**src/hdl/rms_level_detector_unit_macros.svh**
```systemverilog
// ----------------------------------------------------------------------------
// rms_level_detector_unit_macros.svh
// Assertion shorthands for the RMS level detector, clocked on clk and
// disabled while arst_n is low.
// ----------------------------------------------------------------------------
`ifndef RMS_LEVEL_DETECTOR_UNIT_MACROS_SVH
`define RMS_LEVEL_DETECTOR_UNIT_MACROS_SVH

// same-cycle implication
`define RLD_ASSERT_SAME(lbl, ante, cons) \
	lbl: assert property (@(posedge clk) disable iff (!arst_n) (ante) |-> (cons)) \
		else $error("rld assertion failed");

// next-cycle implication
`define RLD_ASSERT_NEXT(lbl, ante, cons) \
	lbl: assert property (@(posedge clk) disable iff (!arst_n) (ante) |=> (cons)) \
		else $error("rld assertion failed");

`endif

```
**src/hdl/rld_pkg.sv**
```systemverilog
// ----------------------------------------------------------------------------
// rld_pkg
// Shared constants, types and width helpers of the RMS level detector.
// ----------------------------------------------------------------------------
`timescale 1ns / 1ps

package rld_pkg;

	localparam int MAX_WINDOW_DEF = 4096;
	localparam int SENS_CENTER    = 50;
	localparam int SENS_STEP      = 300;
	localparam int SENS_RESET     = 50;
	localparam int SQ_MAX         = 65025;   // 255 * 255
	localparam int MEAN_W         = 16;
	localparam int ROOT_W         = MEAN_W / 2;
	localparam int SENS_W         = 7;
	localparam int BASE_W         = 16;
	localparam int CFG_IDX_W      = 1;
	localparam int CFG_DATA_W     = 16;
	localparam int QUEUE_DEPTH    = 2;

	localparam logic [CFG_IDX_W-1:0] REG_SENSITIVITY = 1'd0;
	localparam logic [CFG_IDX_W-1:0] REG_NOISE_BASE  = 1'd1;

	typedef struct packed {
		logic [SENS_W-1:0] sensitivity;
		logic [BASE_W-1:0] noise_base;
	} cfg_t;

	typedef struct packed {
		logic full;
		logic empty;
	} q_stat_t;

	typedef struct packed {
		logic busy;
	} bk_stat_t;

	function automatic int cnt_width(input int max_w);
		return $clog2(max_w + 1);
	endfunction

	function automatic int sum_width(input int max_w);
		longint m;
		m = longint'(max_w) * longint'(SQ_MAX);
		return $clog2(m + 64'sd1);
	endfunction

endpackage

```
**src/hdl/rld_ifs.sv**
```systemverilog
// ----------------------------------------------------------------------------
// rld_ifs
// Valid/ready channels of the RMS level detector: samples in, levels out.
// ----------------------------------------------------------------------------
`timescale 1ns / 1ps

interface rld_in_if;
	logic       valid;
	logic       ready;
	logic [7:0] sample;
	logic       last_sample;

	modport source (output valid, output sample, output last_sample, input ready);
	modport sink   (input valid, input sample, input last_sample, output ready);
endinterface

interface rld_out_if;
	logic       valid;
	logic       ready;
	logic [7:0] rms_level;
	logic       above_threshold;

	modport source (output valid, output rms_level, output above_threshold, input ready);
	modport sink   (input valid, input rms_level, input above_threshold, output ready);
endinterface

```
**src/hdl/rld_front.sv**
```systemverilog
// ----------------------------------------------------------------------------
// rld_front
// Sample accumulator: squares each sample into a running sum, counts the
// window and hands the finished sum and count to the queue.
// ----------------------------------------------------------------------------
`timescale 1ns / 1ps

module rld_front
	import rld_pkg::*;
#(
	parameter int MAX_WINDOW = MAX_WINDOW_DEF,
	localparam int CNT_W = cnt_width(MAX_WINDOW),
	localparam int SUM_W = sum_width(MAX_WINDOW)
) (
	input  logic             clk,
	input  logic             arst_n,
	rld_in_if.sink           samples,
	input  q_stat_t          q_stat,
	output logic             push,
	output logic [SUM_W-1:0] push_sum,
	output logic [CNT_W-1:0] push_cnt
);

	logic [SUM_W-1:0] sum_q;
	logic [CNT_W-1:0] cnt_q;
	logic [15:0]      sq;
	logic             take;
	logic             beat;

	assign samples.ready = !q_stat.full;
	assign beat          = samples.valid && samples.ready;

	assign sq       = 16'(samples.sample) * 16'(samples.sample);
	// drop samples once the window is full
	assign take     = cnt_q < CNT_W'(MAX_WINDOW);
	assign push_sum = take ? sum_q + SUM_W'(sq) : sum_q;
	assign push_cnt = take ? cnt_q + CNT_W'(1) : cnt_q;
	assign push     = beat && samples.last_sample;

	always_ff @(posedge clk or negedge arst_n) begin
		if (!arst_n) begin
			sum_q <= '0;
			cnt_q <= '0;
		end else if (beat) begin
			if (samples.last_sample) begin
				sum_q <= '0;
				cnt_q <= '0;
			end else begin
				sum_q <= push_sum;
				cnt_q <= push_cnt;
			end
		end
	end

endmodule

```
**src/hdl/rld_queue.sv**
```systemverilog
// ----------------------------------------------------------------------------
// rld_queue
// Short FIFO of finished windows between accumulator and arithmetic.
// ----------------------------------------------------------------------------
`timescale 1ns / 1ps

module rld_queue
	import rld_pkg::*;
#(
	parameter int MAX_WINDOW = MAX_WINDOW_DEF,
	localparam int CNT_W = cnt_width(MAX_WINDOW),
	localparam int SUM_W = sum_width(MAX_WINDOW),
	localparam int PTR_W = $clog2(QUEUE_DEPTH),
	localparam int FILL_W = $clog2(QUEUE_DEPTH + 1)
) (
	input  logic             clk,
	input  logic             arst_n,
	input  logic             push,
	input  logic [SUM_W-1:0] push_sum,
	input  logic [CNT_W-1:0] push_cnt,
	input  logic             pop,
	output logic [SUM_W-1:0] pop_sum,
	output logic [CNT_W-1:0] pop_cnt,
	output q_stat_t          q_stat
);

	logic [SUM_W-1:0]  sum_mem [QUEUE_DEPTH];
	logic [CNT_W-1:0]  cnt_mem [QUEUE_DEPTH];
	logic [PTR_W-1:0]  wp_q;
	logic [PTR_W-1:0]  rp_q;
	logic [FILL_W-1:0] fill_q;

	assign q_stat.full  = fill_q == FILL_W'(QUEUE_DEPTH);
	assign q_stat.empty = fill_q == '0;
	assign pop_sum      = sum_mem[rp_q];
	assign pop_cnt      = cnt_mem[rp_q];

	always_ff @(posedge clk) begin
		if (push) begin
			sum_mem[wp_q] <= push_sum;
			cnt_mem[wp_q] <= push_cnt;
		end
	end

	always_ff @(posedge clk or negedge arst_n) begin
		if (!arst_n) begin
			wp_q   <= '0;
			rp_q   <= '0;
			fill_q <= '0;
		end else begin
			if (push) begin
				wp_q <= (wp_q == PTR_W'(QUEUE_DEPTH - 1)) ? '0 : wp_q + PTR_W'(1);
			end
			if (pop) begin
				rp_q <= (rp_q == PTR_W'(QUEUE_DEPTH - 1)) ? '0 : rp_q + PTR_W'(1);
			end
			if (push && !pop) begin
				fill_q <= fill_q + FILL_W'(1);
			end else if (pop && !push) begin
				fill_q <= fill_q - FILL_W'(1);
			end
		end
	end

endmodule

```
**src/hdl/rld_back.sv**
```systemverilog
// ----------------------------------------------------------------------------
// rld_back
// Window arithmetic: radix-2 long division of sum by count, bit-pair
// square root of the mean, threshold compare and the output register.
// ----------------------------------------------------------------------------
`timescale 1ns / 1ps

module rld_back
	import rld_pkg::*;
#(
	parameter int MAX_WINDOW = MAX_WINDOW_DEF,
	localparam int CNT_W = cnt_width(MAX_WINDOW),
	localparam int SUM_W = sum_width(MAX_WINDOW),
	localparam int STEP_W = $clog2(MEAN_W)
) (
	input  logic             clk,
	input  logic             arst_n,
	input  cfg_t             cfg,
	input  q_stat_t          q_stat,
	input  logic [SUM_W-1:0] pop_sum,
	input  logic [CNT_W-1:0] pop_cnt,
	output logic             pop,
	output bk_stat_t         bk_stat,
	rld_out_if.source        levels
);

	localparam logic [1:0] ST_IDLE = 2'd0;
	localparam logic [1:0] ST_DIV  = 2'd1;
	localparam logic [1:0] ST_SQRT = 2'd2;
	localparam logic [1:0] ST_DONE = 2'd3;

	logic [1:0]        state_q;
	logic [STEP_W-1:0] step_q;
	logic [CNT_W-1:0]  rem_q;
	logic [MEAN_W-1:0] dvd_q;    // dividend bits, then quotient, then radicand
	logic [CNT_W-1:0]  dsr_q;
	logic [ROOT_W+1:0] sr_q;
	logic [ROOT_W-1:0] root_q;
	logic [ROOT_W-1:0] lvl_q;
	logic              flag_q;
	logic              ovalid_q;

	logic [CNT_W:0]    rem_sh;
	logic              div_ge;
	logic [ROOT_W+3:0] sq_r2;
	logic [ROOT_W+3:0] sq_t;
	logic              sq_ge;
	logic              load;

	logic signed [7:0]  sens_off;
	logic signed [17:0] shift_v;
	logic signed [18:0] thr;
	logic               flag;

	assign pop          = (state_q == ST_IDLE) && !q_stat.empty;
	assign bk_stat.busy = state_q != ST_IDLE;

	assign rem_sh = {rem_q, dvd_q[MEAN_W-1]};
	assign div_ge = rem_sh >= {1'b0, dsr_q};

	assign sq_r2 = {sr_q, dvd_q[MEAN_W-1 -: 2]};
	assign sq_t  = {2'b00, root_q, 2'b01};
	assign sq_ge = sq_r2 >= sq_t;

	// threshold may go negative; a negative threshold never raises the flag
	assign sens_off = $signed({1'b0, cfg.sensitivity}) - $signed(8'(SENS_CENTER));
	assign shift_v  = 18'(sens_off) * $signed(18'(SENS_STEP));
	assign thr      = $signed({3'b000, cfg.noise_base}) + 19'(shift_v);
	assign flag     = !thr[18] && ($signed({11'b0, root_q}) > thr);

	assign load = (state_q == ST_DONE) && (!ovalid_q || levels.ready);

	assign levels.valid           = ovalid_q;
	assign levels.rms_level       = lvl_q;
	assign levels.above_threshold = flag_q;

	always_ff @(posedge clk or negedge arst_n) begin
		if (!arst_n) begin
			state_q  <= ST_IDLE;
			step_q   <= '0;
			ovalid_q <= 1'b0;
		end else begin
			case (state_q)
				ST_IDLE: begin
					if (pop) begin
						state_q <= ST_DIV;
						step_q  <= '0;
					end
				end
				ST_DIV: begin
					step_q <= step_q + STEP_W'(1);
					if (step_q == STEP_W'(MEAN_W - 1)) begin
						state_q <= ST_SQRT;
						step_q  <= '0;
					end
				end
				ST_SQRT: begin
					step_q <= step_q + STEP_W'(1);
					if (step_q == STEP_W'(ROOT_W - 1)) begin
						state_q <= ST_DONE;
					end
				end
				ST_DONE: begin
					if (load) begin
						state_q <= ST_IDLE;
					end
				end
				default: begin
					state_q <= ST_IDLE;
				end
			endcase
			if (load) begin
				ovalid_q <= 1'b1;
			end else if (levels.ready) begin
				ovalid_q <= 1'b0;
			end
		end
	end

	always_ff @(posedge clk) begin
		case (state_q)
			ST_IDLE: begin
				// high part of the sum is always below the count
				rem_q <= CNT_W'(pop_sum >> MEAN_W);
				dvd_q <= pop_sum[MEAN_W-1:0];
				dsr_q <= pop_cnt;
			end
			ST_DIV: begin
				rem_q <= CNT_W'(div_ge ? rem_sh - {1'b0, dsr_q} : rem_sh);
				dvd_q <= {dvd_q[MEAN_W-2:0], div_ge};
				sr_q   <= '0;
				root_q <= '0;
			end
			ST_SQRT: begin
				sr_q   <= sq_ge ? (ROOT_W + 2)'(sq_r2 - sq_t) : (ROOT_W + 2)'(sq_r2);
				root_q <= {root_q[ROOT_W-2:0], sq_ge};
				dvd_q  <= {dvd_q[MEAN_W-3:0], 2'b00};
			end
			ST_DONE: begin
				if (load) begin
					lvl_q  <= root_q;
					flag_q <= flag;
				end
			end
			default: begin
				lvl_q <= lvl_q;
			end
		endcase
	end

endmodule

```
**src/hdl/rms_level_detector_unit.sv**
```systemverilog
// ----------------------------------------------------------------------------
// rms_level_detector_unit
// RMS level of sample windows with a noise threshold flag.
//
//   channel   dir  payload                       beat when
//   samples   in   sample[7:0], last_sample      valid && ready
//   levels    out  rms_level[7:0], above_thr.    valid && ready
//   cfg       in   cfg_index, cfg_wdata[15:0]    cfg_we
//
// One sample per cycle enters the accumulator. Each finished window then
// passes through the arithmetic unit: a start in the idle state, 16 division
// steps, 8 root steps and a compare-and-load in the done state.
// A two-window queue lets sampling run on while a window is worked out;
// samples stall only when both queue slots are taken.
// Reset is asynchronous and needs no clearing pass.
// ----------------------------------------------------------------------------
`timescale 1ns / 1ps

module rms_level_detector_unit
	import rld_pkg::*;
#(
	parameter int MAX_WINDOW = MAX_WINDOW_DEF,
	localparam int CNT_W = cnt_width(MAX_WINDOW),
	localparam int SUM_W = sum_width(MAX_WINDOW)
) (
	input  logic                  clk,
	input  logic                  arst_n,
	rld_in_if.sink                samples,
	rld_out_if.source             levels,
	input  logic                  cfg_we,
	input  logic [CFG_IDX_W-1:0]  cfg_index,
	input  logic [CFG_DATA_W-1:0] cfg_wdata
);

	cfg_t             cfg_q;
	q_stat_t          q_stat;
	bk_stat_t         bk_stat;
	logic             push;
	logic [SUM_W-1:0] push_sum;
	logic [CNT_W-1:0] push_cnt;
	logic             pop;
	logic [SUM_W-1:0] pop_sum;
	logic [CNT_W-1:0] pop_cnt;

	always_ff @(posedge clk or negedge arst_n) begin
		if (!arst_n) begin
			cfg_q.sensitivity <= SENS_W'(SENS_RESET);
			cfg_q.noise_base  <= '0;
		end else if (cfg_we) begin
			case (cfg_index)
				REG_SENSITIVITY: cfg_q.sensitivity <= cfg_wdata[SENS_W-1:0];
				REG_NOISE_BASE:  cfg_q.noise_base  <= cfg_wdata[BASE_W-1:0];
				default: begin
					cfg_q <= cfg_q;
				end
			endcase
		end
	end

	rld_front #(.MAX_WINDOW(MAX_WINDOW)) u_front (
		.clk      (clk),
		.arst_n   (arst_n),
		.samples  (samples),
		.q_stat   (q_stat),
		.push     (push),
		.push_sum (push_sum),
		.push_cnt (push_cnt)
	);

	rld_queue #(.MAX_WINDOW(MAX_WINDOW)) u_queue (
		.clk      (clk),
		.arst_n   (arst_n),
		.push     (push),
		.push_sum (push_sum),
		.push_cnt (push_cnt),
		.pop      (pop),
		.pop_sum  (pop_sum),
		.pop_cnt  (pop_cnt),
		.q_stat   (q_stat)
	);

	rld_back #(.MAX_WINDOW(MAX_WINDOW)) u_back (
		.clk      (clk),
		.arst_n   (arst_n),
		.cfg      (cfg_q),
		.q_stat   (q_stat),
		.pop_sum  (pop_sum),
		.pop_cnt  (pop_cnt),
		.pop      (pop),
		.bk_stat  (bk_stat),
		.levels   (levels)
	);

`include "rms_level_detector_unit_macros.svh"

	`RLD_ASSERT_SAME(a_queue_no_overflow, q_stat.full, !push)
	`RLD_ASSERT_NEXT(a_back_picks_up, !bk_stat.busy && !q_stat.empty, bk_stat.busy)
	`RLD_ASSERT_NEXT(a_window_queued, push, !q_stat.empty || bk_stat.busy)

endmodule
```
**src/flat_wrapper.sv**
```systemverilog
// flat-port wrapper written by rule: the top's interface ports become plain ports
module rms_level_detector_unit_flat import rld_pkg::*;
#(
	parameter int MAX_WINDOW = MAX_WINDOW_DEF,
	localparam int CNT_W = cnt_width(MAX_WINDOW),
	localparam int SUM_W = sum_width(MAX_WINDOW)
)
  (clk, arst_n, cfg_we, cfg_index, cfg_wdata, samples_valid, samples_sample, samples_last_sample, samples_ready, levels_valid, levels_rms_level, levels_above_threshold, levels_ready);
  rld_in_if samples_i ();
  rld_out_if levels_i ();
  input  logic clk;
  input  logic arst_n;
  input  logic cfg_we;
  input  logic [CFG_IDX_W-1:0] cfg_index;
  input  logic [CFG_DATA_W-1:0] cfg_wdata;
  input wire logic [$bits(samples_i.valid)-1:0] samples_valid;
  input wire logic [$bits(samples_i.sample)-1:0] samples_sample;
  input wire logic [$bits(samples_i.last_sample)-1:0] samples_last_sample;
  output wire logic [$bits(samples_i.ready)-1:0] samples_ready;
  output wire logic [$bits(levels_i.valid)-1:0] levels_valid;
  output wire logic [$bits(levels_i.rms_level)-1:0] levels_rms_level;
  output wire logic [$bits(levels_i.above_threshold)-1:0] levels_above_threshold;
  input wire logic [$bits(levels_i.ready)-1:0] levels_ready;
  assign samples_i.valid = samples_valid;
  assign samples_i.sample = samples_sample;
  assign samples_i.last_sample = samples_last_sample;
  assign samples_ready = samples_i.ready;
  assign levels_valid = levels_i.valid;
  assign levels_rms_level = levels_i.rms_level;
  assign levels_above_threshold = levels_i.above_threshold;
  assign levels_i.ready = levels_ready;
  rms_level_detector_unit #(.MAX_WINDOW(MAX_WINDOW)) u_core (.clk(clk), .arst_n(arst_n), .samples(samples_i), .levels(levels_i), .cfg_we(cfg_we), .cfg_index(cfg_index), .cfg_wdata(cfg_wdata));
endmodule
```
**config.mk**
```make
export PLATFORM = sky130hd
export DESIGN_NAME = rms_level_detector_unit_flat
export DESIGN_NICKNAME = d
export VERILOG_FILES = /design/src/hdl/rld_pkg.sv /design/src/hdl/rld_ifs.sv /design/src/hdl/rld_front.sv /design/src/hdl/rld_queue.sv /design/src/hdl/rld_back.sv /design/src/hdl/rms_level_detector_unit.sv /design/src/flat_wrapper.sv
export VERILOG_INCLUDE_DIRS = /design/src /design/src/hdl
export SDC_FILE = /design/constraint.sdc
export NUM_CORES = 1
export LEC_CHECK = 0
export ABC_AREA = 1
export BUFFER_PORTS_ARGS = -buffer_cell sky130_fd_sc_hd__buf_2
export CORE_ASPECT_RATIO = 0.9
export CORE_MARGIN = 2
export CORE_UTILIZATION = 65
export DETAILED_ROUTE_END_ITERATION = 12
export PLACE_DENSITY = 0.83
export SYNTH_ARGS = -nofsm -noshare
export SYNTH_HDL_FRONTEND = slang
export SYNTH_SLANG_ARGS = --single-unit
```
**constraint.sdc**
```tcl
create_clock -name clk -period 11.31 [get_ports clk]
set_input_delay 0.5655 -clock clk [delete_from_list [all_inputs] [get_ports clk]]
set_output_delay 0.5655 -clock clk [all_outputs]
set_load 0.005 [all_outputs]
```
; Word level (Yosys, flattened, before mapping)
; Memory sizes are Yosys's and may differ from the RTL's. A register that Yosys moved wholly into a read port is not among the register bits.
; Cells that the tools add are included.
[word_totals]
regBits = 131
latch_bits = 0
ramBits = 82
mem_bits_ro = 0
word_cells = 98
memories = 2
[classes]
n_addsub = 11
mul = 2
div = 0
order_cmp = 4
n_eq_ne = 10
shifts = 0
mux = 26
bitwise_logic = 1
reduce_logical = 26
[mem_list]
columns = name, depth, width, rd, rd_ports_with_merged_regs, wr, line_no
row1 = u_core.u_queue.sum_mem, 2, 28, 1, 0, 1, rld_queue.sv:27  ; logic [SUM_W-1:0] sum_mem [QUEUE_DEPTH];
row2 = u_core.u_queue.cnt_mem, 2, 13, 1, 1, 1, rld_queue.sv:28  ; logic [CNT_W-1:0] cnt_mem [QUEUE_DEPTH];
[op_table]
columns = operator, count
row1 = $mux 28, 2
row2 = $pmux 16 s3, 1
row3 = $mux 13, 3
row4 = $add 28x16->28, 1
row5 = $pmux 13 s2, 1
row6 = $pmux 10 s2, 1
row7 = $add 17x18->19, 1
row8 = $gt 9x19->1, 1
row9 = $mul 8x8->16, 1
row10 = $mul 8x8->16 const B, 1
row11 = $pmux 8 s2, 1
row12 = $ge 14x13->1, 1
row13 = $add 13x1->13 const B, 1
row14 = $lt 13x13->1 const B, 1
row15 = $sub 13x13->13, 1
row16 = $ge 12x10->1, 1
row17 = $mux 2, 6
row18 = $pmux 4 s3, 1
row19 = $mux 10, 1
row20 = $sub 10x10->10, 1
row21 = $mux 4, 2
row22 = $pmux 2 s4, 1
row23 = $reduce_and 2->1, 4
row24 = $reduce_bool 2->1, 4
row25 = other kinds (19), 41

; Logic depth before layout (Yosys ltp)
; Gate-level depths: netlist of the first run.
[depth]
word_depth = 8
depth_mapped = 31
depth_no_buf = 31

; By module
; Synthesis of the first run repeated with hierarchy kept, for this count alone.
[hier_totals]
cells_unflattened = 1792
hier_area_um2 = 16154.2
[by_module_without_submodules]
columns = module, n_inst, cells_per_inst, area_each_um2
row1 = rld_back, 1, 800, 6717.7
row2 = rld_front, 1, 738, 5114.9
row3 = rld_queue, 1, 153, 3368.2
row4 = rms_level_detector_unit, 1, 101, 953.4

; Worst setup path before layout of the first run
; OpenSTA, ideal clock, no wires.
[synth_timing]
path_kind = reg-to-reg
start = register u_core.cfg_q[17] (netlist bit)
end = register u_core.u_back.flag_q, in the netlist u_core.u_back.levels.above_threshold (data pin)
setup_time_ns = 0.251
arrival_time_ns = 5.012
t_required_ns = 11.059
setup_slack_ns = 6.047
path_stages_with_launch = 29
n_path_buf = 0
synth_period_minus_slack_ns = 5.263
path_cell_list = dfstp_2 inv_1 ha_1 inv_1 or2_2 nand3_1 nand2_1 inv_1 ha_1 inv_1 fa_1 fa_1 inv_1 ha_1 a21oi_1 o21ai_0 a21oi_1 nor2_1 nor2_1 xnor2_1 ha_1 a21oi_1 o21ai_0 a21oi_1 nand3_1 nand2_1 nor2_1 nand4_1 nor2_1
[synth_via]
elab_chain_len = 5
elab_cells_between_ends = 6
[synth_lines]
columns = element, line_no
row1 = start: declaration, rms_level_detector_unit.sv:35  ; cfg_t cfg_q;
row2 = start signal: assignment, rms_level_detector_unit.sv:54  ; cfg_q <= cfg_q;
row3 = $sub 7x6->8 (*), rld_back.sv:66  ; assign sens_off = $signed({1'b0, cfg.sensitivity}) - $signed(8'(SENS_CENTER));
row4 = $mul 8x8->16 (*), rld_back.sv:67  ; assign shift_v = 18'(sens_off) * $signed(18'(SENS_STEP));
row5 = $add 17x18->19 (*), rld_back.sv:68  ; assign thr = $signed({3'b000, cfg.noise_base}) + 19'(shift_v);
row6 = $gt 9x19->1 / $logic_not 1->1 (equally long branches), rld_back.sv:69  ; assign flag = !thr[18] && ($signed({11'b0, root_q}) > thr);
row7 = $logic_and 1x1->1 (*), rld_back.sv:69
row8 = via u_core.u_back.flag, rld_back.sv:53  ; logic flag;
row9 = end signal: assignment, rld_back.sv:142  ; flag_q <= flag;
row10 = end: declaration, rld_back.sv:40  ; logic flag_q;
; Mark *: on every way through the listed nets, which the timed path passes. The rest lies on a longest branch.
; A chain may end at the register's enable or synchronous reset.

; Final worst setup path of the first run
; Ends and elaborated chain as after synthesis.

==> results of run 1 <==
registers in the layout, indices dropped and copies added, names as in the netlist, 2 cells and up:
register and cells:
u_core.u_queue.sum_mem 56, u_core.u_front.sum_q 28, u_core.u_queue.cnt_mem 26, u_core.cfg_q 23
u_core.u_back.dvd_q 16, u_core.u_back.dsr_q 13, u_core.u_back.rem_q 13, u_core.u_front.cnt_q 13
u_core.u_back.sr_q 10, u_core.u_back.levels.rms_level 8, u_core.u_back.root_q 8, u_core.u_back.step_q 4
u_core.u_back.state_q 2, u_core.u_queue.fill_q 2
placed cells by master, fill, tap and decap left out, types with 6 or more instances in the layout:
cell type / count
buf_4: 6
a21o_1: 12
o21ai_0: 111
clkbuf_1: 9
fa_1: 54
nand2_2: 8
edfxtp_1: 151
nand3_1: 48
nand3_2: 7
xor2_1: 44
a22o_1: 7
nand4_1: 20
nand2_1: 331
ha_1: 129
xnor2_1: 19
dfrtp_1: 72
o22ai_1: 7
o21ai_1: 18
nor3_1: 9
mux2_2: 10
or2_2: 6
buf_2: 40
o221ai_1: 14
inv_1: 287
clkbuf_16: 24
nor2_1: 136
a21oi_1: 72
a21oi_2: 7
worst max-delay path: cells and delay by family (launching register included):
family	cells	cell delay, ns
adders and majority gates	6	2.30
AOI/OAI and AO/OA	6	1.05
and+or+nand+nor	11	1.13
DFF	1	0.55
buffers and inverters	5	0.51
xor gates and xnor gates	1	0.13
area by class of cell:
type | instances | area, sq um | area share, %
multi-input cells | 1119 | 7505 | 45.74
well taps | 302 | 377.9 | 2.303
flip-flops and latches | 226 | 6415 | 39.10
clock inverters | 7 | 83.83 | 0.5109
clock buffers | 37 | 689.4 | 4.202
inverters | 288 | 1081 | 6.589
repair buffers | 47 | 255.2 | 1.556
how the worst max path moves through the flow:
| stage | startpoint | end | slack (ns) | depth (start not counted) |
|---|---|---|---|---|
| 3_3_place_gp | u_core.cfg_q[17]$_DFFE_PN1P_ | u_core.u_back.levels.above_threshold$_DFFE_PP_ | 5.71 | 28 |
| 3_5_place_dp | u_core.cfg_q[17]$_DFFE_PN1P_ | u_core.u_back.levels.above_threshold$_DFFE_PP_ | 5.55 | 29 |
| 4_1_cts | u_core.cfg_q[17]$_DFFE_PN1P_ | u_core.u_back.levels.above_threshold$_DFFE_PP_ | 5.50 | 29 |
| 5_1_grt | u_core.cfg_q[17]$_DFFE_PN1P_ | u_core.u_back.levels.above_threshold$_DFFE_PP_ | 4.92 | 29 |
| 6_report | u_core.cfg_q[17]$_DFFE_PN1P_ | u_core.u_back.levels.above_threshold$_DFFE_PP_ | 5.50 | 29 |
| 2_1_floorplan | u_core.cfg_q[17]$_DFFE_PN1P_ | u_core.u_back.levels.above_threshold$_DFFE_PP_ | 6.05 | 28 |
per-stage QoR:
| stage | hold WS (ns) | instances |
|---|---|---|
| floorplan | 0.2699 | 1675 |
| global route | 0.2747 | 2026 |
| detailed placement | 0.4785 | 1981 |
| CTS | 0.2547 | 2026 |
| finish | 0.2625 | 2026 |
| global placement | 0.4645 | 1981 |
layer usage:
| metal | vias to the layer above | global-route usage, % | part of all wire (%) |
|---|---|---|---|
| met5 | - | 0 | 0 |
| met3 | 50 | 3.169 | 4.8 |
| met2 | 295 | 46.33 | 49 |
| li1 | 5567 | - | - |
| met4 | 0 | 7.478 | 2.3 |
| met1 | 5469 | 37.38 | 44 |
logic make-up after synthesis:
logic type | Yosys count
adder cells (fa/ha/maj) | 183
AND/OR/NAND/NOR | 583
buffers and inverters | 330
flip-flops | 226
AO/OA/AOI/OAI | 277
multiplexers | 11
XOR/XNOR | 65
==> impl_metrics.toml, run 1 <==
[route]
drcViolationCount = 0
vias = 11380
firstDrtPassIters = 5
first_iter_violations = 971
ant_nets = 0
routed_via_density = 5.617
wl_mm = 32.37
routedWlPerCell_um = 15.98

[final_layout]
finish.utilization_pct = 70.89
n_antenna_cell = 0
fillers = 1707
fin_nets = 1920
drive_above_1_share_pct = 7.947
areaGrowthSynthToFinish_pct = 8.175
final_cell_area_sq_mm = 0.01641

[synth]
synthMuxAreaShare_pct = 0.8084
synth_cells = 1675
synth_compound_area_share_pct = 10.78
yosysWarnings = 0
synth.avg_cell_area_sq_um = 9.055
synth_common_cells = "nand2_1, inv_1, edfxtp_1, nor2_1, ha_1"
synth_simple_gate_area_share_pct = 16.17
syn-cell-area_sq_mm = 0.01517
syn_nets = 1889
synth_area_leaders = "edfxtp_1, dfrtp_1, ha_1"
yosysMostFrequentCell = "nand2_1"
ys_ff_latch = 226
async_reset_ff_share_pct = 33.19
yosysSeqAreaShare_pct = 42.30
synth_top_family_by_area = "adder cells"
yosysTopAreaCell = "edfxtp_1"
synth-edff-count = 151
synthAdderAreaFrac_pct = 17.77
synth.distinct_cells = 58
synthXorXnorAreaFrac_pct = 3.852
synthFlopType = "edfxtp_1"
synth_top_area_share_pct = 29.90

[sta]
period_share_pct = 51.39
fin_setup_tns_ns = 0
drv_slew = 0
rsz0062_at_grt = "false"
clock_skew_ns = 0.01125
finalHoldViolations = 0
relSlewSlack_pct = 19.63
max_freq_ghz = 0.1720
tightest_slew_ns = 1.204
setup_slack_ns = 5.498
min_period_ns = 5.812
setup_viol = 0

[setup_path]
path_max_fanout = 6
timing.rr.end = "u_core.u_back.levels.above_threshold$_DFFE_PP_"
r2r_setup_slack_ns = 5.50
cp.required_ns = 11.71
crit_top_cell = "inv_1"
end_kind = "flop"
critPathSlowestCell = "dfstp_2"
arrival_ns = 6.21
cp_slowest_stage_delay_ns = 0.55
path_class = "flop to flop"
rr_worst_depth = 29
r2r_start = "u_core.cfg_q[17]$_DFFE_PN1P_"
startpoint_type = "flop"

[die]
dieArea_sq_mm = 0.02457
io_pins = 42
num_rows = 53
die-height_um = 148.9
start_util_pct = 65.53
dieWidth_um = 165.0
coreArea_sq_mm = 0.02314

[min_path]
whs_path_depth = 3
hold_end = "u_core.cfg_q[21]$_DFFE_PN1P_"
hold_start = "cfg_wdata[5]"
hold_class = "input port to flop"

[run_status]
status = "finished, final reports clean"

[grt]
grt_pass1_vias = 11350
grt_max_degree = 56
grt_pass1_wl_mm = 53.98
grtUsageTotal_pct = 27.27
grt.overflow.total = 0
antenna_found_initial = 0

[clocking]
clockBufferDepth = 3
clock_latency_ns = 0.53
cts_sinks = 226
h-tree-depth = 1
clk_pin_slew_ns = 0.06
post_cts_buffers = 0
cts_tree = "built"
cts_resized = 0
cts_root_buf = "clkbuf_16"
hold_buffers = 1
numCtsBuffers = 24

[placement]
dp_hpwl_mm = 24.01
routabilityCongestion = 0.8789
port_buffers = 41
dpl_cell_area_sq_mm = 0.01562
preCtsSetupSlack_ns = 5.550

[flow_run]
max_cap_violations = 0
Power of run 1 is left out: the tool's default activity adds up to more than one toggle a clock period on the data nets, which glitch-free logic cannot reach.
==> inputs of run 2 (changes only) <==
--- a/config.mk
+++ b/config.mk
@@ -10,9 +10,9 @@
 export BUFFER_PORTS_ARGS = -buffer_cell sky130_fd_sc_hd__buf_2
 export CORE_ASPECT_RATIO = 0.9
 export CORE_MARGIN = 2
-export CORE_UTILIZATION = 65
+export CORE_UTILIZATION = 64
 export DETAILED_ROUTE_END_ITERATION = 12
-export PLACE_DENSITY = 0.83
+export PLACE_DENSITY = 0.81
 export SYNTH_ARGS = -nofsm -noshare
 export SYNTH_HDL_FRONTEND = slang
 export SYNTH_SLANG_ARGS = --single-unit
==> constraint.sdc (replaced) <==
create_clock -name clk -period 5.9 [get_ports clk]
set_input_delay 0.295 -clock clk [delete_from_list [all_inputs] [get_ports clk]]
set_output_delay 0.295 -clock clk [all_outputs]
set_load 0.005 [all_outputs]
==> impl_metrics.toml, run 2 (synthesis gave the netlist of run 1 again) <==
[setup_path]
arrival_ns = 5.85
cp_slowest_stage_delay_ns = 0.56
crit_top_cell = "inv_1"
path_max_fanout = 5
cp.required_ns = 6.29
startpoint_type = "flop"
path_class = "flop to flop"
end_kind = "flop"
critPathSlowestCell = "dfstp_2"
rr_worst_depth = 29

[route]
firstDrtPassIters = 6
wl_mm = 32.14
routed_via_density = 5.573
vias = 11310
drcViolationCount = 0
first_iter_violations = 997
routedWlPerCell_um = 15.83
ant_nets = 0

[die]
dieArea_sq_mm = 0.02495
dieWidth_um = 166.3
die-height_um = 150.0
start_util_pct = 64.98
io_pins = 42
num_rows = 53
coreArea_sq_mm = 0.02334

[sta]
setup_viol = 0
relSlewSlack_pct = 18.05
period_share_pct = 92.53
tightest_slew_ns = 1.228
max_freq_ghz = 0.1832
min_period_ns = 5.459
finalHoldViolations = 0
clock_skew_ns = 0.03046
drv_slew = 0

[final_layout]
areaGrowthSynthToFinish_pct = 8.423
final_cell_area_sq_mm = 0.01644
multiInputGateArea_sq_mm = 0.007508
fin_nets = 1924
layout_commonest_cell = "nand2_1"
layout_common_cells = "nand2_1, inv_1, edfxtp_1, nor2_1, ha_1"
largest_register_ffs = 56
seq_area_sq_mm = 0.006415
largest_registers = "u_core.u_queue.sum_mem x56, u_core.u_front.sum_q x28, u_core.u_queue.cnt_mem x26"
fillers = 1758
regMostFlops = "u_core.u_queue.sum_mem"
n_antenna_cell = 0
drive_above_1_share_pct = 8.391

[grt]
grt_max_degree = 56
grt_pass1_wl_mm = 53.81
antenna_found_initial = 0
grtUsageTotal_pct = 26.34
grt_pass1_vias = 11250
grt.overflow.total = 0

[placement]
dpl_cell_area_sq_mm = 0.01565
dp_hpwl_mm = 23.77
routabilityCongestion = 0.8901
port_buffers = 41

[min_path]
whs_path_depth = 2
hold_class = "input port to flop"

[clocking]
clock_latency_ns = 0.54
cts_tree = "built"
cts_root_buf = "clkbuf_16"
numCtsBuffers = 24
clk_pin_slew_ns = 0.06
h-tree-depth = 1
clockBufferDepth = 3
cts_sinks = 226

[flow_run]
max_cap_violations = 0

[run_status]
status = "finished, final reports clean"
run 2: cell count changes in the layout (fill, tap and decap cells not counted), moves of 2 or more:
cell      delta
clkbuf_8     -3
clkinv_1     +2
clkinv_4     +4
buf_4        +4
clkbuf_1     -5
run 2: path summary, 6_finish.rpt:
check	from	endpoint	slack (ns)
max	u_core.cfg_q[17]$_DFFE_PN1P_	u_core.u_back.levels.above_threshold$_DFFE_PP_	0.44
min	cfg_wdata[15]	u_core.cfg_q[15]$_DFFE_PN0P_	0.02
max reg2reg	u_core.cfg_q[17]$_DFFE_PN1P_	u_core.u_back.levels.above_threshold$_DFFE_PP_	0.44
min reg2reg	u_core.cfg_q[22]$_DFFE_PN0P_	u_core.cfg_q[22]$_DFFE_PN0P_	0.48
max in group asynchronous	arst_n	u_core.cfg_q[22]$_DFFE_PN0P_	4.64
min in group asynchronous	arst_n	u_core.u_front.cnt_q[8]$_DFFE_PN0P_	0.19
run 2: worst max-delay path, delay by kind of cell (launching register included):
kind,cells,cell delay (ns)
xor gates and xnor gates,1,0.15
DFF,1,0.56
adders and majority gates,6,2.30
buffers and inverters,5,0.42
and+or+nand+nor,11,0.95
AOI/OAI and AO/OA,6,0.96
run 2: metal layers:
metal	wire (um)	share of wire, %	GRT usage, %	vias to the layer above
met5	0	0	0	-
met4	494	1.5	5.776	0
met3	1907	5.9	3.465	44
met2	14810	46	43.34	336
met1	14920	46	37.94	5357
li1	-	-	-	5577
run 2: area by class of cell:
cell class	instances	share of cell area, %
clock buffer	29	3.827
clock inverter	15	0.8978
timing repair buffer	51	1.735
sequential	226	39.01
tap	302	2.298
inverter	288	6.574
multi-input combinational	1119	45.66
run 2: what timing repair did:
item | in CTS | in global routing
setup endpoints to repair | 0 | 1
resized for setup | 0 | 1
hold endpoints to repair | 20 | 0
buffers inserted | 0 | 0
hold buffers | 1 | 0
run 2: through the flow:
step | setup WS [ns] | std cells | hold slack (ns) | setup TNS, ns | util, %
floorplan | 0.6372 | 1675 | -0.0005911 | 0 | -
global placement | 0.6285 | 1985 | 0.2015 | 0 | 67.06
detailed placement | 0.4406 | 1985 | 0.2017 | 0 | 67.06
CTS | 0.4329 | 2030 | 0.005619 | 0 | 70.43
global route | -0.009463 | 2030 | 0.01448 | -0.009463 | 70.45
finish | 0.4406 | 2030 | 0.01501 | 0 | 70.45
Power of run 2 is left out for the same reason.
==> inputs of run 3 (changes only) <==
--- a/config.mk
+++ b/config.mk
@@ -6,13 +6,13 @@
 export SDC_FILE = /design/constraint.sdc
 export NUM_CORES = 1
 export LEC_CHECK = 0
-export ABC_AREA = 1
+export ABC_AREA = 0
 export BUFFER_PORTS_ARGS = -buffer_cell sky130_fd_sc_hd__buf_2
 export CORE_ASPECT_RATIO = 0.9
 export CORE_MARGIN = 2
 export CORE_UTILIZATION = 64
 export DETAILED_ROUTE_END_ITERATION = 12
-export PLACE_DENSITY = 0.81
+export PLACE_DENSITY = 0.82
 export SYNTH_ARGS = -nofsm -noshare
 export SYNTH_HDL_FRONTEND = slang
 export SYNTH_SLANG_ARGS = --single-unit
==> impl_metrics.toml, run 3 <==
[run_status]
status = "finished, final reports clean"

[synth]
synthMuxAreaShare_pct = 5.176
yosysTopAreaCell = "edfxtp_1"
synthXorXnorAreaFrac_pct = 4.882
synthFlopType = "edfxtp_1"
synth_common_cells = "edfxtp_1, inv_1, ha_1, nand2_1, dfrtp_1"
synth.distinct_cells = 66
synth_simple_gate_area_share_pct = 11.11
ys_ff_latch = 226
synth.avg_cell_area_sq_um = 10.96
async_reset_ff_share_pct = 33.19
synth_top_area_share_pct = 30.45
synth_top_family_by_area = "adder cells"
syn-cell-area_sq_mm = 0.01489
synth-edff-count = 151
yosysMostFrequentCell = "edfxtp_1"
synth_compound_area_share_pct = 12.76
syn_nets = 1573
yosysWarnings = 0
synthAdderAreaFrac_pct = 18.10
synth_cells = 1359
yosysSeqAreaShare_pct = 43.08
synth_area_leaders = "edfxtp_1, dfrtp_1, ha_1"

[sta]
fin_setup_tns_ns = 0
drv_slew = 0
max_freq_ghz = 0.1785
relSlewSlack_pct = 23.59
finalHoldViolations = 0
min_period_ns = 5.602
setup_viol = 0
tightest_slew_ns = 1.146
clock_skew_ns = 0.02642
period_share_pct = 94.95

[die]
dieArea_sq_mm = 0.02450
start_util_pct = 65.76
die-height_um = 148.7
coreArea_sq_mm = 0.02264
num_rows = 52
io_pins = 42
dieWidth_um = 164.8

[clocking]
clk_pin_slew_ns = 0.06
numCtsBuffers = 24
cts_root_buf = "clkbuf_16"
cts_tree = "built"
clockBufferDepth = 3
cts_sinks = 226
h-tree-depth = 1
clock_latency_ns = 0.54

[placement]
dp_hpwl_mm = 21.02
dpl_cell_area_sq_mm = 0.01537
port_buffers = 41
routabilityCongestion = 0.9084

[route]
ant_nets = 0
drcViolationCount = 0
first_iter_violations = 891
firstDrtPassIters = 5
wl_mm = 29.32
routedWlPerCell_um = 17.12
vias = 10030
routed_via_density = 5.859

[final_layout]
final_cell_area_sq_mm = 0.01633
areaGrowthSynthToFinish_pct = 9.647
largest_registers = "u_core.u_queue.sum_mem x56, u_core.u_front.sum_q x28, u_core.u_queue.cnt_mem x26"
regMostFlops = "u_core.u_queue.sum_mem"
largest_register_ffs = 56
layout_commonest_cell = "edfxtp_1"
fillers = 1529
fin_nets = 1611
n_antenna_cell = 0
drive_above_1_share_pct = 12.44
layout_common_cells = "edfxtp_1, inv_1, ha_1, nand2_1, dfrtp_1"

[setup_path]
crit_top_cell = "ha_1"
critPathSlowestCell = "dfstp_2"
crit_cells = 25
path_class = "flop to flop"
critPathBufInv = 5
path_max_fanout = 5
end_kind = "flop"
rr_worst_depth = 25
cp_slowest_stage_delay_ns = 0.56
cp.required_ns = 6.23
crit_family = "adder cells"
arrival_ns = 5.93
startpoint_type = "flop"

[min_path]
whs_path_depth = 2
hold_class = "input port to flop"

[grt]
grt.overflow.total = 0
grt_pass1_wl_mm = 48.80
use_met1_pct = 35.08
grt-busiest-layer = "met2"
grt_max_degree = 56
grtUsageTotal_pct = 24.73
met3_usage_pct = 3.040
antenna_found_initial = 0
met2_usage_pct = 41.63
grt_pass1_vias = 9865

[flow_run]
max_cap_violations = 0
## run 3: cell types whose count changed in the layout (fill, tap and decap cells not counted), moves of 36 or more
cell / delta
o21ai_0: -44
inv_1: -143
nand2_1: -240
nor2_1: -87
xnor2_1: +36
nor2b_1: +50
## run 3: routing by layer
metal	up-vias	share of wire [%]
li1	4902	-
met1	4818	46
met2	280	48
met3	31	5.0
met4	0	1.4
met5	-	0
## run 3: timing repair
| action | CTS | global route |
|---|---|---|
| resized for setup | 0 | 13 |
| setup endpoints to repair | 0 | 1 |
| hold buffers | 3 | 0 |
| endpoints found under the hold margin | 28 | 0 |
| setup buffers | 0 | 2 |
## run 3: area by class of cell
class	instances	area (sq um)	share of cell area [%]
repair buffers	56	327.8	2.008
well taps	297	371.6	2.276
flip-flops and latches	226	6416	39.30
inverters	145	544.3	3.334
clock buffers	25	604.3	3.702
multi-input cells	944	7835	47.99
clock inverters	19	226.5	1.387
## run 3: cells by family after synthesis
family,count (synthesis)
buffers and inverters,189
adders and majority gates,183
AOI/OAI and AO/OA,282
xor gates and xnor gates,83
muxes,71
DFF,226
and+or+nand+nor,325
## run 3: final timing paths
check                                                 startpoint                                              to  slack [ns]
min in group asynchronous                                 arst_n                     u_core.cfg_q[4]$_DFFE_PN0P_        0.26
hold reg to reg            u_core.u_back.root_q[0]$_SDFFCE_PN0N_     u_core.u_back.levels.rms_level[0]$_DFFE_PP_        0.51
hold / removal                                      cfg_wdata[9]                     u_core.cfg_q[9]$_DFFE_PN0P_        0.01
setup reg to reg                    u_core.cfg_q[17]$_DFFE_PN1P_  u_core.u_back.levels.above_threshold$_DFFE_PP_        0.30
max in group asynchronous                                 arst_n                 u_core.u_queue.rp_q$_DFFE_PN0P_        4.65
setup / recovery                    u_core.cfg_q[17]$_DFFE_PN1P_  u_core.u_back.levels.above_threshold$_DFFE_PP_        0.30
## run 3: worst reg2reg max path, stage by stage, from the launching register on
cell and delay, ns:
dfstp_2 0.56, inv_1 0.10, ha_1 0.28, nand2b_1 0.12, nand2_1 0.09, xnor2_2 0.15
buf_4 0.15, buf_4 0.13, ha_1 0.29, ha_1 0.28, inv_1 0.05, fa_1 0.49
inv_1 0.04, ha_1 0.24, or3_1 0.37, o221ai_1 0.19, nand2b_1 0.09, xor2_1 0.15
ha_1 0.32, or2_2 0.30, a21oi_2 0.18, a31oi_2 0.08, a31o_2 0.24, mux2i_1 0.14
nand3b_1 0.11, a2111oi_2 0.28
## run 3: through the flow
stage / instances / hold WS (ns) / util [%] / setup WS, ns
after floorplan: 1359 / -0.0005911 / - / 0.5251
after global routing: 1712 / 0.008252 / 72.10 / -0.02042
after global placement: 1663 / 0.2766 / 67.89 / 0.3474
after detailed placement: 1663 / 0.2793 / 67.89 / 0.2000
final: 1712 / 0.01169 / 72.10 / 0.2981
after CTS: 1710 / 0.0004537 / 71.70 / 0.1233
Power of run 3 is left out for the same reason.
